`src/rtl/bba_pkg.sv`:
```
package bba_pkg;

   localparam int NUM_BLOCKS = 256;
   localparam int WORD_BITS  = 32;
   localparam int MAX_RUN    = 64;
   localparam int MAP_WORDS  = (NUM_BLOCKS + WORD_BITS - 1) / WORD_BITS;

   localparam int REQ_W   = 16;                      // request_bytes
   localparam int IDX_W   = 8;                       // block_index / granted_index
   localparam int STAT_W  = 2;
   localparam int CNT_W   = 9;                       // free_count field
   localparam int SHIFT_W = 4;
   localparam int SUM_W   = REQ_W + 1;               // bytes + rounding term
   localparam int FREE_W  = $clog2(NUM_BLOCKS + 1);  // internal free counter
   localparam int RUN_W   = $clog2(MAX_RUN + 1);
   localparam int BIT_W   = (WORD_BITS > 1) ? $clog2(WORD_BITS) : 1;
   localparam int WIDX_W  = (MAP_WORDS > 1) ? $clog2(MAP_WORDS) : 1;

   typedef enum logic {
      OP_ALLOC = 1'b0,
      OP_FREE  = 1'b1
   } opcode_type;

   typedef enum logic [STAT_W-1:0] {
      STAT_OK       = 2'd0,
      STAT_NO_SPACE = 2'd1,
      STAT_BAD_SIZE = 2'd2,
      STAT_BAD_FREE = 2'd3
   } status_type;

   typedef enum logic [1:0] {
      S_IDLE,
      S_CHECK,
      S_SCAN,
      S_FREE
   } state_type;

   // bits past the end of the pool stay zero so the finder never picks them
   function automatic logic [WORD_BITS-1:0] reset_word(input int w);
      logic [WORD_BITS-1:0] word;
      word = '0;
      for (int b = 0; b < WORD_BITS; b++) begin
         word[b] = ((w * WORD_BITS + b) < NUM_BLOCKS);
      end
      return word;
   endfunction

endpackage

```
`src/rtl/bba_chan_if.sv`:
```
interface bba_req_if;
   logic                       valid;
   logic                       ready;
   logic                       opcode;
   logic [bba_pkg::REQ_W-1:0]  request_bytes;
   logic [bba_pkg::IDX_W-1:0]  block_index;
   logic                       free_last;

   modport source (output valid, opcode, request_bytes, block_index, free_last,
                   input ready);
   modport sink   (input valid, opcode, request_bytes, block_index, free_last,
                   output ready);
endinterface

interface bba_rsp_if;
   logic                       valid;
   logic                       ready;
   logic [bba_pkg::IDX_W-1:0]  granted_index;
   logic [bba_pkg::STAT_W-1:0] status;
   logic                       last;
   logic [bba_pkg::CNT_W-1:0]  free_count;

   modport source (output valid, granted_index, status, last, free_count,
                   input ready);
   modport sink   (input valid, granted_index, status, last, free_count,
                   output ready);
endinterface

```
`src/rtl/bitmap_block_allocator_top.sv`:
```
// Bitmap block allocator: a pool of NUM_BLOCKS blocks tracked by a free bitmap
// (1 = free, all free after reset) and a free counter. An allocate word asks
// for request_bytes; the block count is ceil(bytes / 2^block_shift). A count of
// zero or above MAX_RUN gives one bad-size result, a count above the free
// counter gives one out-of-space result, and otherwise the lowest free blocks
// are granted in ascending order, one result word per block, last set on the
// final one. A free word returns one block and echoes it in a single result;
// an out-of-range or already free index gives bad-free status and no change.
// Timing: one lowest-free finder scans one bitmap word per cycle and grants at
// most one block per cycle. An allocate passes over each bitmap word that has
// no free bit left (at most MAP_WORDS - 1 of them) and grants from the first
// word with one. req_ch accepts only in idle, so a new request is taken only
// after the last result of the previous one is loaded; back-pressure on
// rsp_ch stalls the check, each grant and the free. The bitmap is flops
// loaded with all ones by reset, so no clearing pass is needed. block_shift
// (reset 5) is written through csr_wr_en/csr_wr_data; the user must write it
// only while the block is idle, and the block itself does not enforce this.
module bitmap_block_allocator_top (
   input  logic                         clock,
   input  logic                         reset,
   bba_req_if.sink                      req_ch,
   bba_rsp_if.source                    rsp_ch,
   input  logic                         csr_wr_en,
   input  logic [bba_pkg::SHIFT_W-1:0]  csr_wr_data
);

   // ---------------------------------------------------------------------
   // state
   // ---------------------------------------------------------------------
   bba_pkg::state_type               state_ff, state_in;
   logic [bba_pkg::WORD_BITS-1:0]    map_ff [bba_pkg::MAP_WORDS];
   logic [bba_pkg::FREE_W-1:0]       free_ff, free_in;
   logic [bba_pkg::SHIFT_W-1:0]      shift_ff;

   // latched request
   logic [bba_pkg::REQ_W-1:0]        bytes_ff;
   logic [bba_pkg::IDX_W-1:0]        idx_ff;

   // allocation run
   logic [bba_pkg::RUN_W-1:0]        need_ff, need_in;
   logic [bba_pkg::RUN_W-1:0]        got_ff, got_in;
   logic [bba_pkg::WIDX_W-1:0]       word_ff, word_in;

   // output register
   logic                             rsp_valid_ff, rsp_valid_in;
   logic [bba_pkg::IDX_W-1:0]        rsp_idx_ff, rsp_idx_in;
   logic [bba_pkg::STAT_W-1:0]       rsp_stat_ff, rsp_stat_in;
   logic                             rsp_last_ff, rsp_last_in;
   logic [bba_pkg::CNT_W-1:0]        rsp_cnt_ff, rsp_cnt_in;

   // bitmap write port
   logic                             map_we;
   logic [bba_pkg::WIDX_W-1:0]       map_waddr;
   logic [bba_pkg::WORD_BITS-1:0]    map_wdata;

   // ---------------------------------------------------------------------
   // datapath helpers
   // ---------------------------------------------------------------------
   logic                             slot_ok;   // output register can load
   logic                             accept;
   logic [bba_pkg::SUM_W-1:0]        round_term, size_sum, need_full;
   logic [bba_pkg::WORD_BITS-1:0]    scan_word;
   logic                             scan_found;
   logic [bba_pkg::BIT_W-1:0]        scan_bit;
   logic                             free_in_range;
   logic [bba_pkg::WIDX_W-1:0]       free_widx;
   logic [bba_pkg::BIT_W-1:0]        free_bit;
   logic [bba_pkg::WORD_BITS-1:0]    free_word;
   logic                             grant_last;

   assign slot_ok = !rsp_valid_ff || rsp_ch.ready;
   assign accept  = req_ch.valid && req_ch.ready;

   // need = ceil(bytes / 2^shift)
   assign round_term = (bba_pkg::SUM_W'(1) << shift_ff) - bba_pkg::SUM_W'(1);
   assign size_sum   = {1'b0, bytes_ff} + round_term;
   assign need_full  = size_sum >> shift_ff;

   // one word of the bitmap goes through the finder each cycle
   assign scan_word = map_ff[word_ff];

   bba_find u_find (
      .word    (scan_word),
      .found   (scan_found),
      .bit_pos (scan_bit)
   );

   assign free_in_range = (int'(idx_ff) < bba_pkg::NUM_BLOCKS);
   assign free_widx     = bba_pkg::WIDX_W'(int'(idx_ff) / bba_pkg::WORD_BITS);
   assign free_bit      = bba_pkg::BIT_W'(int'(idx_ff) % bba_pkg::WORD_BITS);
   assign free_word     = free_in_range ? map_ff[free_widx] : '0;

   assign grant_last = (bba_pkg::RUN_W'(got_ff + bba_pkg::RUN_W'(1)) == need_ff);

   assign req_ch.ready = (state_ff == bba_pkg::S_IDLE);

   // ---------------------------------------------------------------------
   // sequencer
   // ---------------------------------------------------------------------
   always_comb begin
      state_in     = state_ff;
      free_in      = free_ff;
      need_in      = need_ff;
      got_in       = got_ff;
      word_in      = word_ff;
      rsp_valid_in = rsp_valid_ff && !rsp_ch.ready;
      rsp_idx_in   = rsp_idx_ff;
      rsp_stat_in  = rsp_stat_ff;
      rsp_last_in  = rsp_last_ff;
      rsp_cnt_in   = rsp_cnt_ff;
      map_we       = 1'b0;
      map_waddr    = word_ff;
      map_wdata    = scan_word;

      case (state_ff)
         bba_pkg::S_IDLE: begin
            if (accept) begin
               state_in = (req_ch.opcode == bba_pkg::OP_FREE) ? bba_pkg::S_FREE
                                                              : bba_pkg::S_CHECK;
            end
         end

         bba_pkg::S_CHECK: begin
            if (slot_ok) begin
               if (need_full == '0 ||
                   need_full > bba_pkg::SUM_W'(bba_pkg::MAX_RUN)) begin
                  rsp_valid_in = 1'b1;
                  rsp_idx_in   = '0;
                  rsp_stat_in  = bba_pkg::STAT_BAD_SIZE;
                  rsp_last_in  = 1'b1;
                  rsp_cnt_in   = bba_pkg::CNT_W'(free_ff);
                  state_in     = bba_pkg::S_IDLE;
               end else if (need_full > bba_pkg::SUM_W'(free_ff)) begin
                  rsp_valid_in = 1'b1;
                  rsp_idx_in   = '0;
                  rsp_stat_in  = bba_pkg::STAT_NO_SPACE;
                  rsp_last_in  = 1'b1;
                  rsp_cnt_in   = bba_pkg::CNT_W'(free_ff);
                  state_in     = bba_pkg::S_IDLE;
               end else begin
                  need_in  = bba_pkg::RUN_W'(need_full);
                  got_in   = '0;
                  word_in  = '0;
                  state_in = bba_pkg::S_SCAN;
               end
            end
         end

         bba_pkg::S_SCAN: begin
            if (!scan_found) begin
               word_in = bba_pkg::WIDX_W'(word_ff + bba_pkg::WIDX_W'(1));
            end else if (slot_ok) begin
               map_we              = 1'b1;
               map_wdata[scan_bit] = 1'b0;
               free_in             = bba_pkg::FREE_W'(free_ff - bba_pkg::FREE_W'(1));
               got_in              = bba_pkg::RUN_W'(got_ff + bba_pkg::RUN_W'(1));
               rsp_valid_in        = 1'b1;
               rsp_idx_in          = bba_pkg::IDX_W'(int'(word_ff) * bba_pkg::WORD_BITS
                                                     + int'(scan_bit));
               rsp_stat_in         = bba_pkg::STAT_OK;
               rsp_last_in         = grant_last;
               rsp_cnt_in          = bba_pkg::CNT_W'(free_in);
               if (grant_last) begin
                  state_in = bba_pkg::S_IDLE;
               end
            end
         end

         bba_pkg::S_FREE: begin
            if (slot_ok) begin
               rsp_valid_in = 1'b1;
               rsp_idx_in   = idx_ff;
               rsp_last_in  = 1'b1;
               state_in     = bba_pkg::S_IDLE;
               if (!free_in_range || free_word[free_bit]) begin
                  rsp_stat_in = bba_pkg::STAT_BAD_FREE;
               end else begin
                  map_we              = 1'b1;
                  map_waddr           = free_widx;
                  map_wdata           = free_word;
                  map_wdata[free_bit] = 1'b1;
                  free_in             = bba_pkg::FREE_W'(free_ff + bba_pkg::FREE_W'(1));
                  rsp_stat_in         = bba_pkg::STAT_OK;
               end
               rsp_cnt_in = bba_pkg::CNT_W'(free_in);
            end
         end

         default: begin
            state_in = bba_pkg::S_IDLE;
         end
      endcase
   end

   // ---------------------------------------------------------------------
   // registers
   // ---------------------------------------------------------------------
   always_ff @(posedge clock) begin
      if (reset) begin
         state_ff     <= bba_pkg::S_IDLE;
         free_ff      <= bba_pkg::FREE_W'(bba_pkg::NUM_BLOCKS);
         shift_ff     <= bba_pkg::SHIFT_W'(5);
         rsp_valid_ff <= 1'b0;
         for (int w = 0; w < bba_pkg::MAP_WORDS; w++) begin
            map_ff[w] <= bba_pkg::reset_word(w);
         end
      end else begin
         state_ff     <= state_in;
         free_ff      <= free_in;
         rsp_valid_ff <= rsp_valid_in;
         if (csr_wr_en) begin
            shift_ff <= csr_wr_data;
         end
         if (map_we) begin
            map_ff[map_waddr] <= map_wdata;
         end
      end
   end

   always_ff @(posedge clock) begin
      if (accept) begin
         bytes_ff <= req_ch.request_bytes;
         idx_ff   <= req_ch.block_index;
      end
      need_ff    <= need_in;
      got_ff     <= got_in;
      word_ff    <= word_in;
      rsp_idx_ff  <= rsp_idx_in;
      rsp_stat_ff <= rsp_stat_in;
      rsp_last_ff <= rsp_last_in;
      rsp_cnt_ff  <= rsp_cnt_in;
   end

   assign rsp_ch.valid         = rsp_valid_ff;
   assign rsp_ch.granted_index = rsp_idx_ff;
   assign rsp_ch.status        = rsp_stat_ff;
   assign rsp_ch.last          = rsp_last_ff;
   assign rsp_ch.free_count    = rsp_cnt_ff;

   // ---------------------------------------------------------------------
   // checks
   // ---------------------------------------------------------------------
`ifndef SYNTHESIS
   a_free_bound: assert property (@(posedge clock) disable iff (reset)
      int'(free_ff) <= bba_pkg::NUM_BLOCKS)
      else $error("free counter above pool size");

   a_run_open: assert property (@(posedge clock) disable iff (reset)
      state_ff == bba_pkg::S_SCAN |-> got_ff < need_ff && free_ff != '0)
      else $error("scan running with nothing left to grant");

   a_err_last: assert property (@(posedge clock) disable iff (reset)
      rsp_ch.valid && rsp_ch.status != bba_pkg::STAT_OK |-> rsp_ch.last)
      else $error("error result not marked last");

   a_scan_in_map: assert property (@(posedge clock) disable iff (reset)
      state_ff == bba_pkg::S_SCAN |-> int'(word_ff) < bba_pkg::MAP_WORDS)
      else $error("scan ran past the bitmap");
`endif

endmodule

```
`src/rtl/bba_find.sv`:
```
// lowest set bit of one bitmap word
module bba_find (
   input  logic [bba_pkg::WORD_BITS-1:0] word,
   output logic                          found,
   output logic [bba_pkg::BIT_W-1:0]     bit_pos
);

   always_comb begin
      found   = |word;
      bit_pos = '0;
      for (int i = bba_pkg::WORD_BITS - 1; i >= 0; i--) begin
         if (word[i]) begin
            bit_pos = bba_pkg::BIT_W'(i);
         end
      end
   end

endmodule
```
`src/flat_wrapper.sv`:
```
// flat-port wrapper written by rule: the top's interface ports become plain ports
module bitmap_block_allocator_top_flat 
  (clock, reset, csr_wr_en, csr_wr_data, req_ch_valid, req_ch_opcode, req_ch_request_bytes, req_ch_block_index, req_ch_free_last, req_ch_ready, rsp_ch_valid, rsp_ch_granted_index, rsp_ch_status, rsp_ch_last, rsp_ch_free_count, rsp_ch_ready);
  bba_req_if req_ch_i ();
  bba_rsp_if rsp_ch_i ();
  input  logic clock;
  input  logic reset;
  input  logic csr_wr_en;
  input  logic [bba_pkg::SHIFT_W-1:0] csr_wr_data;
  input wire logic [$bits(req_ch_i.valid)-1:0] req_ch_valid;
  input wire logic [$bits(req_ch_i.opcode)-1:0] req_ch_opcode;
  input wire logic [$bits(req_ch_i.request_bytes)-1:0] req_ch_request_bytes;
  input wire logic [$bits(req_ch_i.block_index)-1:0] req_ch_block_index;
  input wire logic [$bits(req_ch_i.free_last)-1:0] req_ch_free_last;
  output wire logic [$bits(req_ch_i.ready)-1:0] req_ch_ready;
  output wire logic [$bits(rsp_ch_i.valid)-1:0] rsp_ch_valid;
  output wire logic [$bits(rsp_ch_i.granted_index)-1:0] rsp_ch_granted_index;
  output wire logic [$bits(rsp_ch_i.status)-1:0] rsp_ch_status;
  output wire logic [$bits(rsp_ch_i.last)-1:0] rsp_ch_last;
  output wire logic [$bits(rsp_ch_i.free_count)-1:0] rsp_ch_free_count;
  input wire logic [$bits(rsp_ch_i.ready)-1:0] rsp_ch_ready;
  assign req_ch_i.valid = req_ch_valid;
  assign req_ch_i.opcode = req_ch_opcode;
  assign req_ch_i.request_bytes = req_ch_request_bytes;
  assign req_ch_i.block_index = req_ch_block_index;
  assign req_ch_i.free_last = req_ch_free_last;
  assign req_ch_ready = req_ch_i.ready;
  assign rsp_ch_valid = rsp_ch_i.valid;
  assign rsp_ch_granted_index = rsp_ch_i.granted_index;
  assign rsp_ch_status = rsp_ch_i.status;
  assign rsp_ch_last = rsp_ch_i.last;
  assign rsp_ch_free_count = rsp_ch_i.free_count;
  assign rsp_ch_i.ready = rsp_ch_ready;
  bitmap_block_allocator_top u_core (.clock(clock), .reset(reset), .req_ch(req_ch_i), .rsp_ch(rsp_ch_i), .csr_wr_en(csr_wr_en), .csr_wr_data(csr_wr_data));
endmodule
```
`config.mk`:
```
export PLATFORM = sky130hd
export DESIGN_NAME = bitmap_block_allocator_top_flat
export DESIGN_NICKNAME = d
export VERILOG_FILES = /design/src/rtl/bba_pkg.sv /design/src/rtl/bba_chan_if.sv /design/src/rtl/bitmap_block_allocator_top.sv /design/src/rtl/bba_find.sv /design/src/flat_wrapper.sv
export SDC_FILE = /design/constraint.sdc
export NUM_CORES = 1
export LEC_CHECK = 0
export BUFFER_PORTS_ARGS = -buffer_cell sky130_fd_sc_hd__buf_2
export CAP_MARGIN = 10
export CORE_MARGIN = 5
export CORE_UTILIZATION = 25
export CTS_CLUSTER_SIZE = 40
export DETAILED_ROUTE_END_ITERATION = 16
export SYNTH_ARGS = -nofsm -noshare
export SYNTH_HDL_FRONTEND = slang
export SYNTH_SLANG_ARGS = --single-unit
```
`constraint.sdc`:
```
create_clock -name clock -period 9 [get_ports clock]
set_input_delay 0.9 -clock clock [delete_from_list [all_inputs] [get_ports clock]]
set_output_delay 0.9 -clock clock [all_outputs]
set_load 0.005 [all_outputs]
```
; ---- Word-level counts from Yosys, hierarchy flattened
; Memory sizes are Yosys's and may differ from the RTL's. A register that Yosys moved wholly into a read port is not among the register bits.
; Index checks and enable logic that the tools add are counted.
[totals]
inputBits = 35
out_inout_bits = 22
register_bits = 77
ramBits = 256
n_memories = 1
[classes]
bitwise_logic = 5
muxes = 118
shifts = 2
n_reduce_logical = 21
add_sub_neg = 7
n_eq_ne = 14
order_cmp = 6
[memory_table]
columns = name, depth, width, rd, rd_clocked_by_memory_dff, write_ports, line
row1 = u_core.map_ff, 8, 32, 2, 2, 8, bitmap_block_allocator_top.sv:31  ; logic [bba_pkg::WORD_BITS-1:0] map_ff [bba_pkg::MAP_WORDS];
[ops]
columns = cell, n
row1 = $mux W32, 5
row2 = $mux W5, 32
row3 = $pmux W32 S2, 1
row4 = $reduce_or A32 Y1, 2
row5 = $mux W9, 7
row6 = $mux W8, 6
row7 = $mux W7, 5
row8 = $and A32 B32 Y32, 1
row9 = $not A32 Y32, 1
row10 = $or A32 B32 Y32, 1
row11 = $mux W2, 15
row12 = $mux W3, 10
row13 = $pmux W9 S3, 1
row14 = $mux W1, 24
row15 = $pmux W8 S3, 1
row16 = $pmux W9 S2, 1
row17 = $reduce_and A6 Y1, 3
row18 = $add A16 B17 Y17, 1
row19 = $gt A17 B7 Y1 const B, 1
row20 = $gt A17 B9 Y1, 1
row21 = $logic_not A17 Y1, 1
row22 = $shl A1 B4 Y17 const A, 1
row23 = $shr A17 B4 Y17, 1
row24 = $sub A17 B2 Y17 const B, 1
row25 = other kinds (30), 50

; ---- Longest topological paths before layout
[depth]
word_depth = 42
mapped_depth = 30
depth_no_buf = 27

; ---- Modules after synthesis
; A second synthesis with hierarchy kept.
[unflattened]
hier_cells = 1731
hier_area_um2 = 20438.4
[by_module_without_submodules]
columns = module, seq_area_each_um2, area_per_inst_um2, cells_each, n_inst
row1 = bitmap_block_allocator_top, 9959.6, 20053.0, 1666, 1
row2 = bba_find, 0.0, 385.4, 65, 1

; ---- Worst setup path before layout
; OpenSTA, ideal clock, no wires.
[synth_timing]
path_kind = reg-to-reg
startpoint = register u_core.shift_ff[0] (netlist bit)
endpoint = register u_core.rsp_cnt_ff, in the netlist u_core.rsp_ch.free_count[0] (enable)
stages_incl_launch_ff = 28
n_path_buf = 3
t_arrival_ps = 7138
period_less_slack_ps = 7586
setup_slack_ps = 1414
setup_time_ps = 448
path_cell_list = dfxtp_1 clkbuf_1 clkbuf_1 clkbuf_1 nand3_1 ha_1 inv_1 ha_1 fa_1 a211oi_1 o21a_1 o21ai_0 a2111o_1 a2111oi_0 nor4_1 nand2_1 ha_1 nor2b_1 o21a_1 o21a_1 o21a_1 o21ai_0 nand2b_1 a21oi_1 o21ai_0 nor4b_1 and3_1 nor4_1
[synth_via]
elab_chain_cells = 8
[synth_lines]
columns = element, line
row1 = start: declaration, bitmap_block_allocator_top.sv:33  ; logic [bba_pkg::SHIFT_W-1:0] shift_ff;
row2 = start signal: assignment, bitmap_block_allocator_top.sv:202  ; shift_ff <= bba_pkg::SHIFT_W'(5);
row3 = start signal: assignment, bitmap_block_allocator_top.sv:212  ; shift_ff <= csr_wr_data;
row4 = $shl A1 B4 Y17, bitmap_block_allocator_top.sv:75  ; assign round_term = (bba_pkg::SUM_W'(1) << shift_ff) - bba_pkg::SUM_W'(1);
row5 = $sub A17 B2 Y17, bitmap_block_allocator_top.sv:75
row6 = $add A16 B17 Y17, bitmap_block_allocator_top.sv:76  ; assign size_sum = {1'b0, bytes_ff} + round_term;
row7 = $shr A17 B4 Y17 (*), bitmap_block_allocator_top.sv:77  ; assign need_full = size_sum >> shift_ff;
row8 = "named net u_core.need_full, one bit", bitmap_block_allocator_top.sv:61  ; logic [bba_pkg::SUM_W-1:0] round_term, size_sum, need_full;
row9 = $gt A17 B7 Y1 / $logic_not A17 Y1 (equally long branches), "bitmap_block_allocator_top.sv:126, bitmap_block_allocator_top.sv:125"
row10 = $logic_or A1 B1 Y1, bitmap_block_allocator_top.sv:125  ; if (need_full == '0 ||
row11 = $ne A3 B1 Y1 (no line) (*), n/a
row12 = $reduce_and A6 Y1 (no line) (*), n/a
row13 = end signal: assignment, bitmap_block_allocator_top.sv:231  ; rsp_cnt_ff <= rsp_cnt_in;
row14 = end: declaration, bitmap_block_allocator_top.sv:49  ; logic [bba_pkg::CNT_W-1:0] rsp_cnt_ff, rsp_cnt_in;
; The timed path passes the listed nets; every way through them passes the cells marked *.
; A chain may end at the register's enable or synchronous reset.

; ---- Worst setup path in the final report
[layout_timing]
startpoint = register u_core.shift_ff[3] (netlist bit)
endpoint = register u_core.got_ff[4] (netlist bit) (enable)
[layout_via]
elab_chain_cells = 8
[layout_lines]
columns = element, line
row1 = $shl A1 B4 Y17, bitmap_block_allocator_top.sv:75
row2 = $sub A17 B2 Y17, bitmap_block_allocator_top.sv:75
row3 = $add A16 B17 Y17, bitmap_block_allocator_top.sv:76
row4 = $shr A17 B4 Y17 (*), bitmap_block_allocator_top.sv:77
row5 = "named net u_core.need_full, one bit", bitmap_block_allocator_top.sv:61
row6 = $gt A17 B7 Y1 / $logic_not A17 Y1 (equally long branches), "bitmap_block_allocator_top.sv:126, bitmap_block_allocator_top.sv:125"
row7 = $logic_or A1 B1 Y1, bitmap_block_allocator_top.sv:125
row8 = $ne A2 B2 Y1 (no line), n/a
row9 = $reduce_and A6 Y1 (no line) (*), n/a
row10 = end signal: assignment, bitmap_block_allocator_top.sv:226  ; got_ff <= got_in;
row11 = end: declaration, bitmap_block_allocator_top.sv:41  ; logic [bba_pkg::RUN_W-1:0] got_ff, got_in;
; Marks and branches as above.

==> results.yml <==
drt:
  top_layer: "met4"
  drt_pass1_iterations: 6
  vias_per_cell: 5.33
  met1_length_um: 26100
  routed_wl_um: 64600
  ant_nets: 0
  drcViolationCount: 0
  wl_per_cell_um: 21.5
  first_iter_violations: 2015
  met2_wirelength_um: 29800
  vias: 16000
  wl_met3_um: 6840
clocking:
  cts_sinks: 339
  cts_resized: 0
  cts_buffers: 39
  cts_max_level: 2
  clockRootBuffer: "clkbuf_16"
  cts_tree: "built"
  ctsLongestPathBuffers: 3
  clock_latency_ns: 0.59
  post_cts_buffers: 0
  cts_hold_buf: 0
  cts.clk_slew.worst_paths_ns: 0.06
placement:
  io_buffer_count: 55
  post-place-ws_ns: 1.31
  dpl.cell_count: 2926
  dp_hpwl_um: 41100
  place.gp.congestion: 0.886
synth:
  synthTopCellsByCount: "nand2_1, edfxtp_1, mux4_2"
  synth_top_area_share: 0.450
  synth_cells: 1822
  async_flop_share: 0
  synthAdderAreaFrac: 0.0270
  yosys_warnings: 0
  synth_mux_area_frac: 0.199
  postSynthAreaPerCell_um2: 11.6
  synth_seq_cells: 339
  ys_seq_area_frac: 0.471
  synth_area_um2: 21100
  synth_compound_area_frac: 0.108
  synth_edf_count: 317
  yosys.area_share.simple: 0.140
  synth_top_area_cell: "edfxtp_1"
  synth_most_common_cell: "nand2_1"
  synth.area.top_cells: "edfxtp_1, mux4_2, nand2_1, ha_1, mux2i_1"
  synth_top_family_by_area: "multiplexers"
  synthXorXnorAreaFrac: 0.0112
  ys.flop_type: "edfxtp_1"
  synth_nets: 1902
  synth.distinct_cells: 87
cells_and_area:
  fillers: 8613
  final_nets: 1913
  final_util: 0.285
  n_antenna_cell: 0
  multi_input_area_um2: 10300
  fin_cells: 2998
  seqCellArea_um2: 9970
  syn_to_final_growth_pct: 13.1
  drive_gt1_frac: 0.201
setup_path:
  critPathMaxStageDelay_ns: 0.64
  cp-end-kind: "register"
  path_max_fanout: 12
  path_class: "register to register"
  path_delay_family: "compound AO/OA/AOI/OAI gates"
  critical_path.endpoint: "u_core.got_ff[4]"
  crit_slowest_cell: "a211oi_1"
  r2r-end: "u_core.got_ff[4]"
  r2r_slack_ns: 1.16
  r2r-start: "u_core.shift_ff[3]"
  cp_num_cells: 24
  cp_cell_sequence: "inv_1, nor2_1, nand2_1, ha_1, inv_1, ha_1, a211oi_1, nor3b_1, o21ai_0, a2111o_1, nand2_1, a2bb2oi_1, a211oi_1, ha_1, o21a_1, o21a_1, o21a_1, o21ai_0, nand2b_1, a21oi_1, o21ai_0, nor4b_1, and3_1, o21a_1"
  rr_worst_depth: 24
  crit_path_frequent_cell: "o21a_1"
  required_ns: 9.21
  worst_setup_path_start_kind: "register"
  path_buf_inv: 2
  worstSetupStartpoint: "u_core.shift_ff[3]"
  cp_data_arrival_time_ns: 8.06
min_path:
  min_from: "req_ch_request_bytes[13]"
  min_path_type: "input port to register"
sta:
  finalSetupViolCount: 0
  fmax_mhz: 127
  drv_slew: 0
  fin_ws_ns: 1.16
  skew_ns: 0.0392
  slew_headroom: 0.175
  finalCritPeriodShare: 0.872
  setup_tns_ns: 0
  final_hold_viol_count: 0
  rsz0062_at_grt: "false"
  period_minus_slack_ns: 7.84
  worst-slew-pin-transition_ns: 1.23
floorplanning:
  core.rowCount: 106
  core_um2: 83800
  start_util: 0.252
  pin_count: 57
  die_w_um: 301
  die_y_um: 301
  die-area_um2: 90500
global_route:
  grt_pass1_vias: 15800
  track_usage: 0.139
  grt-ovfl-total: 0
  grt_max_degree: 53
  antenna_found_initial: 0
  grt_pass1_wl_um: 98100
power:
  leakage_uw: 0.00673
  irDropWorstVdd_v: 0.000108
  p_per_area_nw_per_um2: 178
status:
  status: "complete, no violations"
job:
  maxCapViolCount: 0
[how the worst min path moves through the flow]
| stage | to | slack (ns) | cells past startpoint |
|---|---|---|---|
| after global routing | u_core.bytes_ff[0] | 0.49 | 1 |
| after detailed placement | u_core.free_ff[4] | 0.56 | 2 |
| after global placement | u_core.free_ff[4] | 0.54 | 2 |
| after CTS | u_core.bytes_ff[7] | 0.49 | 1 |
| after floorplan | u_core.free_ff[4] | 0.50 | 2 |
| final | u_core.bytes_ff[13] | 0.51 | 1 |
[flip-flops by register name (all words and copies together) (netlist names), 2 cells and up, named ones only]
signal and count:
u_core.map_ff 256, u_core.bytes_ff 16, u_core.free_ff 9, u_core.rsp_ch.free_count 9, u_core.idx_ff 8, u_core.rsp_ch.granted_index 8
u_core.got_ff 7, u_core.need_ff 7, u_core.shift_ff 4, u_core.word_ff 3, u_core.rsp_ch.status 2, u_core.state_ff 2
[worst reg2reg max path, stage by stage (launching register included)]
cell and delay [ns]:
dfxtp_1 0.59, inv_1 0.29, nor2_1 0.52, nand2_1 0.15, ha_1 0.30, inv_1 0.04
ha_1 0.39, a211oi_1 0.40, nor3b_1 0.50, o21ai_0 0.29, a2111o_1 0.57, nand2_1 0.16
a2bb2oi_1 0.10, a211oi_1 0.64, ha_1 0.39, o21a_1 0.12, o21a_1 0.18, o21a_1 0.17
o21ai_0 0.15, nand2b_1 0.07, a21oi_1 0.16, o21ai_0 0.10, nor4b_1 0.46, and3_1 0.34
o21a_1 0.40
[metal layers]
| layer | vias up | global-route usage |
|---|---|---|
| met5 | - | 0 |
| met4 | 0 | 0.0399 |
| met3 | 124 | 0.0275 |
| met2 | 884 | 0.226 |
| met1 | 7964 | 0.190 |
| li1 | 7005 | - |
[layout by cell type, fill, tap and decap left out, types with 11 or more instances in the layout]
master	instances
buf_2	55
nor3_1	39
mux2_2	28
inv_1	87
edfxtp_1	317
a21oi_1	53
and3_1	13
mux2i_1	54
o21ai_0	51
nor2_1	72
mux4_2	148
a221o_1	19
nand2_1	346
o21a_1	11
o211ai_1	11
nand4_1	23
a211oi_1	35
clkbuf_16	39
buf_4	39
a21o_1	14
nand3_1	39
dfxtp_1	17
xnor2_1	18
and2_1	15
or3_1	17
a31oi_1	13
ha_1	44
nor2b_1	20
[power by group]
group          switching [µW]  leakage [µW]  internal, µW  total (µW)
sequential               73.1       0.00249          1780        1860
clock                     687      0.000589           867        1550
combinational             533       0.00365           319         853
[cells by family after synthesis]
kind of cell / Yosys count
compound gates: 319
simple gates: 645
fa+ha+maj: 45
flops: 339
buf+inv: 216
xor+xnor: 27
mux: 231
[final cells by class]
type / count / area share
well taps: 1134 / 0.0593
repair buffers: 97 / 0.0263
clock buffers: 52 / 0.0441
flip-flops and latches: 339 / 0.417
inverters: 89 / 0.0140
clock inverters: 20 / 0.00774
multi-input cells: 1267 / 0.432
[through the flow]
step / cell area (µm²) / total power, µW / hold slack (ns)
2_1_floorplan: 21100 / 2470 / 0.504
3_3_place_gp: 22700 / 2710 / 0.540
3_5_place_dp: 22700 / 2730 / 0.565
4_1_cts: 23900 / 4280 / 0.487
5_1_grt: 23900 / 4440 / 0.491
6_report: 23900 / 4260 / 0.512
Note: power is estimated with default switching activity, not from simulation.
